## src/design/esic_pkg.sv

```systemverilog
// shared types, constants and a helper function for the interrupt controller
`timescale 1ns / 1ps

package esic_pkg;

   // default source count and fixed field widths
   localparam int NUM_SOURCES_DEF = 8;
   localparam int VEC_COUNT       = 8;
   localparam int CSR_ADDR_W      = 3;
   localparam int CSR_DATA_W      = 32;

   // reset values of the control bytes
   localparam logic [7:0] MASK_RESET = 8'hFF;
   localparam logic [7:0] MODE_RESET = 8'h80;

   // configuration register indexes
   localparam logic CFG_VECTOR_BASE = 1'b0;

   // request kinds
   typedef enum logic [2:0] {
      REQ_READ  = 3'd0,
      REQ_WRITE = 3'd1,
      REQ_RAISE = 3'd2,
      REQ_DROP  = 3'd3,
      REQ_ACK   = 3'd4
   } req_kind_type;

   // command register opcodes, upper nibble of the written byte
   typedef enum logic [3:0] {
      CMD_RESET        = 4'd0,
      CMD_CLR_PEND_MSK = 4'd2,
      CMD_SET_MASK     = 4'd3,
      CMD_CLR_PEND     = 4'd4,
      CMD_CLR_SERVICE  = 4'd7,
      CMD_MODE_LOW_A   = 4'd8,
      CMD_MODE_LOW_B   = 4'd9,
      CMD_MODE_HIGH    = 4'd10,
      CMD_PTR_MASK     = 4'd11,
      CMD_PTR_AUTOCLR  = 4'd12,
      CMD_PTR_VECTOR   = 4'd14
   } cmd_code_type;

   // data register pointer targets
   localparam logic [3:0] PTR_MASK    = 4'd8;
   localparam logic [3:0] PTR_AUTOCLR = 4'd9;

   // data register read selection, mode bits 6..5
   localparam logic [1:0] RSEL_SERVICE = 2'd0;
   localparam logic [1:0] RSEL_MASK    = 2'd1;
   localparam logic [1:0] RSEL_PENDING = 2'd2;

   // master mask control, command data bits 1..0
   localparam logic [1:0] MASTER_SET = 2'd1;
   localparam logic [1:0] MASTER_CLR = 2'd2;

   // priority encoder, lowest set bit wins
   function automatic logic [2:0] lowest_idx(input logic [7:0] bits);
      logic [2:0] idx;
      idx = '0;
      for (int i = 7; i >= 0; i--) begin
         if (bits[i]) begin
            idx = 3'(i);
         end
      end
      return idx;
   endfunction

endpackage

```

## src/design/esic_req_if.sv

```systemverilog
// request channel interface: handshake plus request fields
`timescale 1ns / 1ps

interface esic_req_if;
   logic        valid;
   logic        ready;
   logic [2:0]  req_type;
   logic        reg_sel;
   logic [15:0] wdata;
   logic [2:0]  src;

   modport source (output valid, req_type, reg_sel, wdata, src, input ready);
   modport sink   (input valid, req_type, reg_sel, wdata, src, output ready);
endinterface

```

## src/design/esic_rsp_if.sv

```systemverilog
// response channel interface: handshake plus result fields
`timescale 1ns / 1ps

interface esic_rsp_if;
   logic        valid;
   logic        ready;
   logic [7:0]  rdata;
   logic        irq;
   logic        ack_valid;
   logic [15:0] ack_vector;

   modport source (output valid, rdata, irq, ack_valid, ack_vector, input ready);
   modport sink   (input valid, rdata, irq, ack_valid, ack_vector, output ready);
endinterface

```

## src/design/eight_source_interrupt_controller.sv

```systemverilog
// top level of the eight-source interrupt controller
`timescale 1ns / 1ps

// Eight-source interrupt controller. Each request (register read, register
// write, raise source, drop source or acknowledge) is decoded and applied to
// the controller state in the cycle it is accepted, and its response lands in
// a single output register in the cycle after. One request is taken every
// clock cycle while req ready is high, which it stays as long as the response
// register is empty or being drained in the same cycle, so a stalled response
// holds off only the next request. irq in each response is the group interrupt
// after that request. The vector base is written through the APB-style port at
// byte address 0 and should only change while no request is outstanding.
module eight_source_interrupt_controller #(
   parameter int NUM_SOURCES = esic_pkg::NUM_SOURCES_DEF
) (
   input  logic                               clock,
   input  logic                               reset,
   esic_req_if.sink                           req_chan,
   esic_rsp_if.source                         rsp_chan,
   input  logic                               csr_psel,
   input  logic                               csr_penable,
   input  logic                               csr_pwrite,
   input  logic [esic_pkg::CSR_ADDR_W-1:0]    csr_paddr,
   input  logic [esic_pkg::CSR_DATA_W-1:0]    csr_pwdata,
   output logic [esic_pkg::CSR_DATA_W-1:0]    csr_prdata,
   output logic                               csr_pready
);
   import esic_pkg::*;

   logic [15:0] vector_base;

   // configuration register
   esic_csr u_csr (
      .clock       (clock),
      .reset       (reset),
      .csr_psel    (csr_psel),
      .csr_penable (csr_penable),
      .csr_pwrite  (csr_pwrite),
      .csr_paddr   (csr_paddr),
      .csr_pwdata  (csr_pwdata),
      .csr_prdata  (csr_prdata),
      .csr_pready  (csr_pready),
      .vector_base (vector_base)
   );

   // controller datapath
   esic_core #(
      .NUM_SOURCES (NUM_SOURCES)
   ) u_core (
      .clock       (clock),
      .reset       (reset),
      .req_chan    (req_chan),
      .rsp_chan    (rsp_chan),
      .vector_base (vector_base)
   );

endmodule

```

## src/design/esic_csr.sv

```systemverilog
// apb-style configuration port holding the vector base register
`timescale 1ns / 1ps

module esic_csr (
   input  logic                               clock,
   input  logic                               reset,
   input  logic                               csr_psel,
   input  logic                               csr_penable,
   input  logic                               csr_pwrite,
   input  logic [esic_pkg::CSR_ADDR_W-1:0]    csr_paddr,
   input  logic [esic_pkg::CSR_DATA_W-1:0]    csr_pwdata,
   output logic [esic_pkg::CSR_DATA_W-1:0]    csr_prdata,
   output logic                               csr_pready,
   output logic [15:0]                        vector_base
);
   import esic_pkg::*;

   logic [15:0] base_ff, base_in;
   logic        wr_en;
   logic        sel_base;

   // register index is the word address
   assign sel_base = (csr_paddr[CSR_ADDR_W-1] == CFG_VECTOR_BASE);
   assign wr_en    = csr_psel & csr_penable & csr_pwrite & sel_base;

   assign base_in = wr_en ? csr_pwdata[15:0] : base_ff;

   always_ff @(posedge clock) begin
      if (reset) begin
         base_ff <= '0;
      end else begin
         base_ff <= base_in;
      end
   end

   // read back
   assign csr_prdata  = sel_base ? {{(CSR_DATA_W-16){1'b0}}, base_ff} : '0;
   assign csr_pready  = 1'b1;
   assign vector_base = base_ff;

endmodule

```

## src/design/esic_core.sv

```systemverilog
// controller state, request decode and registered response
`timescale 1ns / 1ps

module esic_core #(
   parameter int NUM_SOURCES = esic_pkg::NUM_SOURCES_DEF
) (
   input  logic              clock,
   input  logic              reset,
   esic_req_if.sink          req_chan,
   esic_rsp_if.source        rsp_chan,
   input  logic [15:0]       vector_base
);
   import esic_pkg::*;

   localparam logic [7:0] SrcMask = 8'((9'd1 << NUM_SOURCES) - 9'd1);

   // controller state
   logic [7:0]  pend_ff, pend_in;
   logic [7:0]  mask_ff, mask_in;
   logic [7:0]  svc_ff, svc_in;
   logic [7:0]  aclr_ff, aclr_in;
   logic [7:0]  mode_ff, mode_in;
   logic [3:0]  ptr_ff, ptr_in;
   logic        gv_ff, gv_in;
   logic [2:0]  gidx_ff, gidx_in;
   logic [15:0] vec_ff [VEC_COUNT];

   // response register
   logic        rv_ff, rv_in;
   logic [7:0]  rdata_ff, rdata_in;
   logic        irq_ff;
   logic        ackv_ff, ackv_in;
   logic [15:0] ackvec_ff, ackvec_in;

   logic         accept;
   logic         vec_we;
   logic [2:0]   vec_waddr;
   logic [7:0]   live, live_new, svc_live, bitm, ack_bit;
   logic [2:0]   live_idx, svc_idx;
   logic         eval;
   logic         cmd_one;
   logic         src_ok;
   logic [7:0]   status;
   cmd_code_type cmd;

   // request accepted when the response slot is free or being drained
   assign req_chan.ready = ~rv_ff | rsp_chan.ready;
   assign accept         = req_chan.valid & req_chan.ready;

   // priority encode of live requests and in-service bits
   assign live     = pend_ff & ~mask_ff & SrcMask;
   assign live_idx = lowest_idx(live);
   assign svc_live = svc_ff & SrcMask;
   assign svc_idx  = lowest_idx(svc_live);
   assign ack_bit  = 8'b1 << live_idx;

   assign cmd     = cmd_code_type'(req_chan.wdata[7:4]);
   assign cmd_one = req_chan.wdata[3];
   assign bitm    = 8'b1 << req_chan.wdata[2:0];
   assign src_ok  = int'(req_chan.src) < NUM_SOURCES;

   // status byte
   always_comb begin
      status      = {gv_ff, 1'b1, mode_ff[0], mode_ff[2], mode_ff[7], gidx_ff};
      if (gv_ff && (svc_live != 8'd0)) begin
         status[2:0] = gidx_ff | svc_idx;
      end
   end

   // next state and response
   always_comb begin
      pend_in   = pend_ff;
      mask_in   = mask_ff;
      svc_in    = svc_ff;
      aclr_in   = aclr_ff;
      mode_in   = mode_ff;
      ptr_in    = ptr_ff;
      vec_we    = 1'b0;
      vec_waddr = ptr_ff[2:0];
      eval      = 1'b0;
      rdata_in  = '0;
      ackv_in   = 1'b0;
      ackvec_in = '0;

      if (accept) begin
         case (req_kind_type'(req_chan.req_type))
            REQ_READ: begin
               if (req_chan.reg_sel) begin
                  rdata_in = status;
               end else begin
                  case (mode_ff[6:5])
                     RSEL_SERVICE: rdata_in = svc_ff;
                     RSEL_MASK:    rdata_in = mask_ff;
                     RSEL_PENDING: rdata_in = pend_ff;
                     default:      rdata_in = aclr_ff;
                  endcase
               end
            end
            REQ_WRITE: begin
               if (req_chan.reg_sel) begin
                  case (cmd)
                     CMD_RESET: begin
                        mask_in = MASK_RESET;
                        pend_in = '0;
                        svc_in  = '0;
                        aclr_in = '0;
                     end
                     CMD_CLR_PEND_MSK: begin
                        pend_in = cmd_one ? (pend_ff & ~bitm) : 8'd0;
                        mask_in = cmd_one ? (mask_ff & ~bitm) : 8'd0;
                     end
                     CMD_SET_MASK:    mask_in = cmd_one ? (mask_ff | bitm) : 8'hFF;
                     CMD_CLR_PEND:    pend_in = cmd_one ? (pend_ff & ~bitm) : 8'd0;
                     CMD_CLR_SERVICE: svc_in  = cmd_one ? (svc_ff & ~bitm) : 8'd0;
                     CMD_MODE_LOW_A, CMD_MODE_LOW_B: begin
                        mode_in[4:0] = req_chan.wdata[4:0];
                     end
                     CMD_MODE_HIGH: begin
                        mode_in[6:5] = req_chan.wdata[3:2];
                        if (req_chan.wdata[1:0] == MASTER_SET) begin
                           mode_in[7] = 1'b1;
                        end else if (req_chan.wdata[1:0] == MASTER_CLR) begin
                           mode_in[7] = 1'b0;
                        end
                     end
                     CMD_PTR_MASK:    ptr_in = PTR_MASK;
                     CMD_PTR_AUTOCLR: ptr_in = PTR_AUTOCLR;
                     CMD_PTR_VECTOR:  ptr_in = {1'b0, req_chan.wdata[2:0]};
                     default: ;
                  endcase
               end else begin
                  if (ptr_ff == PTR_MASK) begin
                     mask_in = req_chan.wdata[7:0];
                  end else if (ptr_ff == PTR_AUTOCLR) begin
                     aclr_in = req_chan.wdata[7:0];
                  end else if (!ptr_ff[3]) begin
                     vec_we = 1'b1;
                  end
               end
            end
            REQ_RAISE: begin
               if (src_ok) begin
                  pend_in[req_chan.src] = 1'b1;
                  eval = 1'b1;
               end
            end
            REQ_DROP: begin
               if (src_ok) begin
                  pend_in[req_chan.src] = 1'b0;
                  svc_in[req_chan.src]  = 1'b0;
                  eval = 1'b1;
               end
            end
            REQ_ACK: begin
               if (live != 8'd0) begin
                  pend_in = pend_ff & ~ack_bit;
                  svc_in  = ((aclr_ff & ack_bit) != 8'd0) ? (svc_ff & ~ack_bit)
                                                           : (svc_ff | ack_bit);
                  eval      = 1'b1;
                  ackv_in   = 1'b1;
                  ackvec_in = 16'(vec_ff[live_idx] + vector_base);
               end
            end
            default: ;
         endcase
      end
   end

   // group evaluation on the updated request byte
   assign live_new = pend_in & ~mask_ff & SrcMask;
   always_comb begin
      gv_in   = gv_ff;
      gidx_in = gidx_ff;
      if (eval) begin
         gv_in   = mode_ff[7] & ~mode_ff[2] & (live_new != 8'd0);
         gidx_in = gv_in ? lowest_idx(live_new) : 3'd0;
      end
   end

   assign rv_in = accept | (rv_ff & ~rsp_chan.ready);

   // control state
   always_ff @(posedge clock) begin
      if (reset) begin
         pend_ff <= '0;
         mask_ff <= MASK_RESET;
         svc_ff  <= '0;
         aclr_ff <= '0;
         mode_ff <= MODE_RESET;
         ptr_ff  <= '0;
         gv_ff   <= 1'b0;
         gidx_ff <= '0;
         rv_ff   <= 1'b0;
      end else begin
         pend_ff <= pend_in;
         mask_ff <= mask_in;
         svc_ff  <= svc_in;
         aclr_ff <= aclr_in;
         mode_ff <= mode_in;
         ptr_ff  <= ptr_in;
         gv_ff   <= gv_in;
         gidx_ff <= gidx_in;
         rv_ff   <= rv_in;
      end
   end

   // vector table, cleared by reset
   always_ff @(posedge clock) begin
      if (reset) begin
         for (int i = 0; i < VEC_COUNT; i++) begin
            vec_ff[i] <= '0;
         end
      end else if (vec_we) begin
         vec_ff[vec_waddr] <= req_chan.wdata;
      end
   end

   // response payload
   always_ff @(posedge clock) begin
      if (accept) begin
         rdata_ff  <= rdata_in;
         irq_ff    <= gv_in;
         ackv_ff   <= ackv_in;
         ackvec_ff <= ackvec_in;
      end
   end

   assign rsp_chan.valid      = rv_ff;
   assign rsp_chan.rdata      = rdata_ff;
   assign rsp_chan.irq        = irq_ff;
   assign rsp_chan.ack_valid  = ackv_ff;
   assign rsp_chan.ack_vector = ackvec_ff;

   // checks
   a_group_idx_clear: assert property (@(posedge clock) disable iff (reset)
      !gv_ff |-> gidx_ff == 3'd0)
      else $error("group index set without group interrupt");

   a_ack_served: assert property (@(posedge clock) disable iff (reset)
      accept && req_chan.req_type == REQ_ACK && live != 8'd0 |=> rv_ff && ackv_ff)
      else $error("acknowledge with live request not served");

   a_no_vector_without_ack: assert property (@(posedge clock) disable iff (reset)
      rv_ff && !ackv_ff |-> ackvec_ff == 16'd0)
      else $error("vector returned without acknowledge");

   a_stall_blocks: assert property (@(posedge clock) disable iff (reset)
      rv_ff && !rsp_chan.ready |-> !req_chan.ready)
      else $error("request taken while response stalled");

   a_reset_mask: assert property (@(posedge clock)
      reset |=> mask_ff == MASK_RESET && mode_ff == MODE_RESET)
      else $error("mask or mode not restored by reset");

endmodule

```

## src/flat_wrapper.sv

```systemverilog
// flat-port wrapper written by rule: the top's interface ports become plain ports
module eight_source_interrupt_controller_flat import esic_pkg::*;
#(
   parameter int NUM_SOURCES = esic_pkg::NUM_SOURCES_DEF
)
  (clock, reset, csr_psel, csr_penable, csr_pwrite, csr_paddr, csr_pwdata, csr_prdata, csr_pready, req_chan_valid, req_chan_req_type, req_chan_reg_sel, req_chan_wdata, req_chan_src, req_chan_ready, rsp_chan_valid, rsp_chan_rdata, rsp_chan_irq, rsp_chan_ack_valid, rsp_chan_ack_vector, rsp_chan_ready);
  esic_req_if req_chan_i ();
  esic_rsp_if rsp_chan_i ();
  input  logic clock;
  input  logic reset;
  input  logic csr_psel;
  input  logic csr_penable;
  input  logic csr_pwrite;
  input  logic [esic_pkg::CSR_ADDR_W-1:0] csr_paddr;
  input  logic [esic_pkg::CSR_DATA_W-1:0] csr_pwdata;
  output logic [esic_pkg::CSR_DATA_W-1:0] csr_prdata;
  output logic csr_pready;
  input wire logic [$bits(req_chan_i.valid)-1:0] req_chan_valid;
  input wire logic [$bits(req_chan_i.req_type)-1:0] req_chan_req_type;
  input wire logic [$bits(req_chan_i.reg_sel)-1:0] req_chan_reg_sel;
  input wire logic [$bits(req_chan_i.wdata)-1:0] req_chan_wdata;
  input wire logic [$bits(req_chan_i.src)-1:0] req_chan_src;
  output wire logic [$bits(req_chan_i.ready)-1:0] req_chan_ready;
  output wire logic [$bits(rsp_chan_i.valid)-1:0] rsp_chan_valid;
  output wire logic [$bits(rsp_chan_i.rdata)-1:0] rsp_chan_rdata;
  output wire logic [$bits(rsp_chan_i.irq)-1:0] rsp_chan_irq;
  output wire logic [$bits(rsp_chan_i.ack_valid)-1:0] rsp_chan_ack_valid;
  output wire logic [$bits(rsp_chan_i.ack_vector)-1:0] rsp_chan_ack_vector;
  input wire logic [$bits(rsp_chan_i.ready)-1:0] rsp_chan_ready;
  assign req_chan_i.valid = req_chan_valid;
  assign req_chan_i.req_type = req_chan_req_type;
  assign req_chan_i.reg_sel = req_chan_reg_sel;
  assign req_chan_i.wdata = req_chan_wdata;
  assign req_chan_i.src = req_chan_src;
  assign req_chan_ready = req_chan_i.ready;
  assign rsp_chan_valid = rsp_chan_i.valid;
  assign rsp_chan_rdata = rsp_chan_i.rdata;
  assign rsp_chan_irq = rsp_chan_i.irq;
  assign rsp_chan_ack_valid = rsp_chan_i.ack_valid;
  assign rsp_chan_ack_vector = rsp_chan_i.ack_vector;
  assign rsp_chan_i.ready = rsp_chan_ready;
  eight_source_interrupt_controller #(.NUM_SOURCES(NUM_SOURCES)) u_core (.clock(clock), .reset(reset), .req_chan(req_chan_i), .rsp_chan(rsp_chan_i), .csr_psel(csr_psel), .csr_penable(csr_penable), .csr_pwrite(csr_pwrite), .csr_paddr(csr_paddr), .csr_pwdata(csr_pwdata), .csr_prdata(csr_prdata), .csr_pready(csr_pready));
endmodule
```

## config.mk

```make
export PLATFORM = sky130hd
export DESIGN_NAME = eight_source_interrupt_controller_flat
export DESIGN_NICKNAME = d
export VERILOG_FILES = /design/src/design/esic_pkg.sv /design/src/design/esic_req_if.sv /design/src/design/esic_rsp_if.sv /design/src/design/eight_source_interrupt_controller.sv /design/src/design/esic_csr.sv /design/src/design/esic_core.sv /design/src/flat_wrapper.sv
export SDC_FILE = /design/constraint.sdc
export NUM_CORES = 1
export LEC_CHECK = 0
export ABC_CLOCK_PERIOD_IN_PS = 8280
export BUFFER_PORTS_ARGS = -buffer_cell sky130_fd_sc_hd__buf_4
export CORE_MARGIN = 5
export CORE_UTILIZATION = 55
export DETAILED_ROUTE_END_ITERATION = 8
export GPL_TIMING_DRIVEN = 0
export PLACE_DENSITY = 0.75
export SETUP_SLACK_MARGIN = 0.3
export SKIP_CTS_REPAIR_TIMING = 1
export SKIP_LAST_GASP = 1
export SYNTH_ARGS = -nofsm -noshare
export SYNTH_HDL_FRONTEND = slang
export SYNTH_SLANG_ARGS = --single-unit
```

## constraint.sdc

```tcl
create_clock -name clock -period 8.28 [get_ports clock]
set_clock_uncertainty 0.15 [all_clocks]
set_input_delay 0.414 -clock clock [delete_from_list [all_inputs] [get_ports clock]]
set_output_delay 0.414 -clock clock [all_outputs]
set_load 0.05 [all_outputs]
```

# After elaboration in Yosys (flattened, before gate mapping)
# Memories as Yosys holds them, arrays and structs flattened.
# Index checks and enable logic that the tools add are counted.
# W data, S select, Z words.
# totals
ff_bits	89
ram_bits	128
input_bits	65
out_inout_bits	61
n_memories	1
# classes
n_addsub	1
n_lt_le_gt_ge	2
eq_ne	26
n_shift	2
muxes	73
bitwise_logic	31
n_reduce_logical	26
# mem_list
name	depth	width	rd	rd_clocked_by_memory_dff	write_ports	line	text
u_core.u_core.vec_ff	8	16	1	0	8	esic_core.sv:26	logic [15:0] vec_ff [VEC_COUNT];
# ops
op	n
$mux W8	17
$mux W3	27
$and A8 B8 Y8	10
$pmux W8 S3	3
$eq A4 B4 Y1 const B	8
$mux W16	2
$not A8 Y8	4
$pmux W8 S2	2
$pmux W8 S4	1
$reduce_bool A8 Y1	4
$or A8 B8 Y8	3
$mux W1	18
$add A16 B16 Y16	1
$reduce_and A4 Y1	4
$reduce_or A16 Y1	1
$shl A1 B3 Y8 const A	2
$reduce_and A5 Y1	3
$pmux W4 S3	1
$eq A4 B2 Y1 const B	2
$eq A4 B3 Y1 const B	2
$and A1 B1 Y1	7
$eq A3 B2 Y1 const B	2
$ne A2 B2 Y1 const B	3
$reduce_bool A2 Y1	3
21 further kinds	31

# Logic depth before layout (Yosys ltp)
# logic_depth
word_depth	26
mapped_depth	19
ltp_nobuf	18

# Modules after synthesis
# A second synthesis with hierarchy kept.
# unflattened
cells_unflattened	1262
area_unflattened_um2	11985.2
# by_module_without_submodules
mod	n_inst	cells_per_inst	area_per_inst_um2
esic_core	1	1156	10998.0
esic_csr	1	106	987.2

# Worst setup path before layout
# Ideal clock, no wire load.
# synth_path
path_kind	flip-flop to flip-flop
startpoint	register u_core.u_core.rv_ff (netlist: u_core.u_core.rsp_chan.valid)
endpoint	memory u_core.u_core.vec_ff[7][0] (enable)
setup_ns	0.411
arrival_ns	4.009
path_slack_ns	3.710
path_stages_with_launch	9
cell_sequence	dfxtp_1 and2b_1 inv_1 and2_1 nand2_1 nor4_1 nand2_1 clkbuf_1 o21ai_0
# synth_rtl
item	line	text
start, declared	esic_core.sv:29	logic rv_ff, rv_in;
start signal, assigned	esic_core.sv:203	rv_ff <= rv_in;
end, declared	esic_core.sv:26	

# Final worst setup path
# layout_path
startpoint	register u_core.u_core.mask_ff[2]
endpoint	register u_core.u_core.ackvec_ff[14] (netlist: u_core.u_core.rsp_chan.ack_vector[14]) (data pin)
# layout_via
elab_chain_cells	7
word_cells_on_any_way	9
# layout_lines
item	line	text
start, declared	esic_core.sv:19	logic [7:0] mask_ff, mask_in;
start signal, assigned	esic_core.sv:196	mask_ff <= mask_in;
$not A8 Y8 *	esic_core.sv:51	assign live = pend_ff & ~mask_ff & SrcMask;
$and A8 B8 Y8 *	esic_core.sv:51	
$mux W3 (3 in series)	esic_pkg.sv:61	if (bits[i]) begin
$mem_v2 Z8 W16	-	
$add A16 B16 Y16	esic_core.sv:161	ackvec_in = 16'(vec_ff[live_idx] + vector_base);
end signal, assigned	esic_core.sv:224	ackvec_ff <= ackvec_in;
end, declared	esic_core.sv:33	logic [15:0] ackvec_ff, ackvec_in;
# Every way passes the cells marked *; elsewhere a longest branch is shown, timed or not.
# A chain may end at the register's enable or synchronous reset.

==> flow_metrics.env <==
export IMPL_cts_root_buffer_cell="clkbuf_16"
export IMPL_finalSetupViolations=0
export IMPL_critical_path_slowest_cell="buf_1"
export IMPL_dr_total_vias=9987
export IMPL_synth_seq_area_share=0.4999
export IMPL_max_slew_margin_rel=0.1917
export IMPL_post_route_period_util=0.6941
export IMPL_p_seq_frac=0.462
export IMPL_cts_reportedPaths_clkPinSlew_ps=60
export IMPL_stdcell_count=1677
export IMPL_yosysWarnings=0
export IMPL_ioPinCount=126
export IMPL_die_y_um=156.1
export IMPL_cts_tree="done"
export IMPL_fill_cells=1701
export IMPL_rows=53
export IMPL_clk_insertion_delay_late_ps=530
export IMPL_die_width_um=156.1
export IMPL_drt_iter0_drc=1061
export IMPL_outcome="finished, violations left"
export IMPL_ant_nets=0
export IMPL_power_frac_comb=0.079
export IMPL_place_area_um2=12800
export IMPL_synth_edf_count=154
export IMPL_cts_buffer_depth=3
export IMPL_path_common_cell="o21ai_0"
export IMPL_hold_ws_ps=-11.26
export IMPL_async_flop_share=0
export IMPL_grt_pass1_vias=9409
export IMPL_fmax_mhz=174.0
export IMPL_final_cell_area_um2=13700
export IMPL_synthMuxAreaShare=0.02676
export IMPL_route_detailed_drc=0
export IMPL_grt_use_total=0.2724
export IMPL_clock_sinks=216
export IMPL_power_density_nw_per_um2=188.7
export IMPL_utilization=0.6515
export IMPL_syn_area_um2=11730
export IMPL_wl_mm=34.13
export IMPL_p_sw_mw=0.6053
export IMPL_max_cap_violations=0
export IMPL_synth_top_family_by_area="simple AND/OR/NAND/NOR gates"
export IMPL_p_leak_nw=5.270
export IMPL_core_area_um2=21020
export IMPL_tightest_slew_ps=1213
export IMPL_grt_antenna_before_repair=1
export IMPL_path_cells="nor2b_1, nor4_2, nor2b_1, buf_2, buf_1, nand3_1, nand3_1, o21ai_0, ha_1, fa_1, a211oi_1, o21bai_1, a31oi_1, o21ai_0, o41ai_1, o21ai_0, xor2_1, and2_1"
export IMPL_crit_family="compound AO/OA/AOI/OAI gates"
export IMPL_yosysUniqueCellTypes=88
export IMPL_path_buf_inv=2
export IMPL_synthSimpleGateAreaFrac=0.2809
export IMPL_wl_per_cell_um=20.35
export IMPL_grt_pass1_wl_mm=51.85
export IMPL_start_util=0.5582
export IMPL_synth_xor_area_frac=0.006718
export IMPL_syn2layout_area_growth_pct=16.72
export IMPL_internal_power_mw=1.979
export IMPL_crit_required_ps=8410
export IMPL_hold_path_class="in -> reg"
export IMPL_cts_buffers=24
export IMPL_htreeDepth=1
export IMPL_synth_compound_area_frac=0.1186
export IMPL_crit_fanout=10
export IMPL_gp_congestion=0.9889
export IMPL_drive_above_1_share=0.1369
export IMPL_violations="negative hold slack"
export IMPL_peakVddDrop_uv=192.9
export IMPL_hpwl_mm=24.27
export IMPL_via_per_inst=5.955
export IMPL_cp_data_arrival_time_ps=5880
export IMPL_ys_ff_latch=216
export IMPL_end_kind="register"
export IMPL_p_sw_frac=0.2342
export IMPL_antenna_cells=0
export IMPL_overflow=0
export IMPL_avgSynthCellArea_um2=9.342
export IMPL_rsz0062_at_grt="no"
export IMPL_placedCellCount=1632
export IMPL_critPathMaxStageDelay_ps=610
export IMPL_synthAdderAreaFrac=0.02197
export IMPL_hold_violations=9
export IMPL_worst_setup_path_type="reg -> reg"
export IMPL_power_frac_clock=0.459
export IMPL_grt_start_max_net_pins=29
export IMPL_dieArea_um2=24350
export IMPL_io_buffers=86
export IMPL_finalSetupTns_ps=0
export IMPL_dr_pass1_iters=8
export IMPL_layout_nets=1469
export IMPL_setup_worst_path_start_class="register"
export IMPL_drv_slew=0
export IMPL_postSynth_topFlopCell="edfxtp_1"
export IMPL_synthCells=1256
export IMPL_post_route_min_period_ps=5747
## layer usage
metal	GRT usage	wire length, um
met4	0.08962	1206
met5	0	10
met1	0.3855	14060
met2	0.4151	14790
met3	0.06602	4066
## cell families (layout without fill, tap and decap cells)
family	Yosys count	in the layout
xor+xnor	9	9
flops	216	216
buf+inv	119	250
compound gates	212	212
other cells	2	17
mux	21	21
simple gates	657	657
fa+ha+maj	20	20
## sequential cells by signal, summed over array words and instances, names as in the netlist
| name | flops |
|---|---|
| u_core.u_core.vec_ff | 128 |
| u_core.u_core.rsp_chan.ack_vector | 16 |
| u_core.u_csr.vector_base | 16 |
| u_core.u_core.aclr_ff | 8 |
| u_core.u_core.mask_ff | 8 |
| u_core.u_core.pend_ff | 8 |
| u_core.u_core.rsp_chan.rdata | 8 |
| u_core.u_core.svc_ff | 8 |
| u_core.u_core.mode_ff | 5 |
| u_core.u_core.ptr_ff | 4 |
| u_core.u_core.gidx_ff | 3 |
| u_core.u_core.gv_ff | 1 |
| u_core.u_core.rsp_chan.ack_valid | 1 |
| u_core.u_core.rsp_chan.irq | 1 |
| u_core.u_core.rsp_chan.valid | 1 |
## area by class of cell
class,count,area [um2],share of cell area
Timing Repair Buffer,87,655.6,0.04787
Clock buffer,31,678.2,0.04952
Multi-Input combinational cell,936,5424,0.3960
Tap cell,275,344.1,0.02512
Buffer,96,436.7,0.03188
Inverter,23,86.33,0.006304
Clock inverter,13,205.2,0.01498
Sequential cell,216,5866,0.4283
## power groups by stage
stage	Combinational [mW]	Clock (mW)	Sequential (mW)
after floorplan	0.109	0	1.24
after global placement	0.198	0	1.22
after detailed placement	0.201	0	1.22
after CTS	0.202	1.18	1.19
after global routing	0.219	1.23	1.20
final	0.205	1.19	1.19
## worst paths after layout
kind                                              from                                                  end  slack, ps  cells past startpoint
max              u_core.u_core.mask_ff[2]$_SDFFE_PP1P_  u_core.u_core.rsp_chan.ack_vector[14]$_SDFFCE_PN0P_       2530                     18
max reg2reg      u_core.u_core.mask_ff[2]$_SDFFE_PP1P_  u_core.u_core.rsp_chan.ack_vector[14]$_SDFFCE_PN0P_       2530                     18
min                                      csr_pwdata[0]             u_core.u_csr.vector_base[0]$_SDFFE_PP0P_        -10                      3
min reg2reg  u_core.u_csr.vector_base[15]$_SDFFE_PP0P_            u_core.u_csr.vector_base[15]$_SDFFE_PP0P_        310                      2
## worst reg2reg max path, stage by stage (launching register included)
cell	delay (ps)
dfxtp_1	500
nor2b_1	190
nor4_2	380
nor2b_1	180
buf_2	230
buf_1	610
nand3_1	180
nand3_1	180
o21ai_0	190
ha_1	300
fa_1	460
a211oi_1	350
o21bai_1	160
a31oi_1	240
o21ai_0	180
o41ai_1	440
o21ai_0	200
xor2_1	200
and2_1	180
## synthesized netlist by cell type, types with 10 or more instances
cell,instances,area [um2]
nand2_1,220,825.8
edfxtp_1,154,4624
and2_1,113,706.9
nor2_1,90,337.8
nand3_1,85,425.4
dfxtp_1,62,1241
a21oi_1,58,290.3
clkbuf_1,58,217.7
o21ai_0,49,245.2
nor3_1,44,220.2
nor2b_1,27,168.9
inv_1,22,82.58
nand2b_1,22,137.6
buf_4,19,142.6
ha_1,19,237.7
buf_1,15,56.30
a211oi_1,12,90.09
a31oi_1,11,68.82
mux2i_1,10,100.1
nor4_1,10,62.56
## cells in the final DEF (no fill, tap or decap), types with 17 or more instances in the layout
master / count
and2_1: 113
nand3_1: 85
a21oi_1: 58
dfxtp_1: 62
nor3_1: 44
nand2_1: 220
nor2b_1: 27
clkbuf_16: 25
o21ai_0: 43
clkbuf_1: 61
nor2_1: 90
conb_1: 17
edfxtp_1: 154
buf_4: 105
nand2b_1: 22
inv_1: 22
ha_1: 19
## stage by stage
stage                     power [mW]  worst slack (ps)  hold slack (ps)
final                          2.584              2533           -11.26
after global routing           2.643              2111            5.625
after CTS                      2.578              2627           -14.77
after detailed placement       1.418              2712            300.7
after global placement         1.415              2699            294.7
after floorplan                1.345              3710            281.4
(Power assumes the default switching activity.)
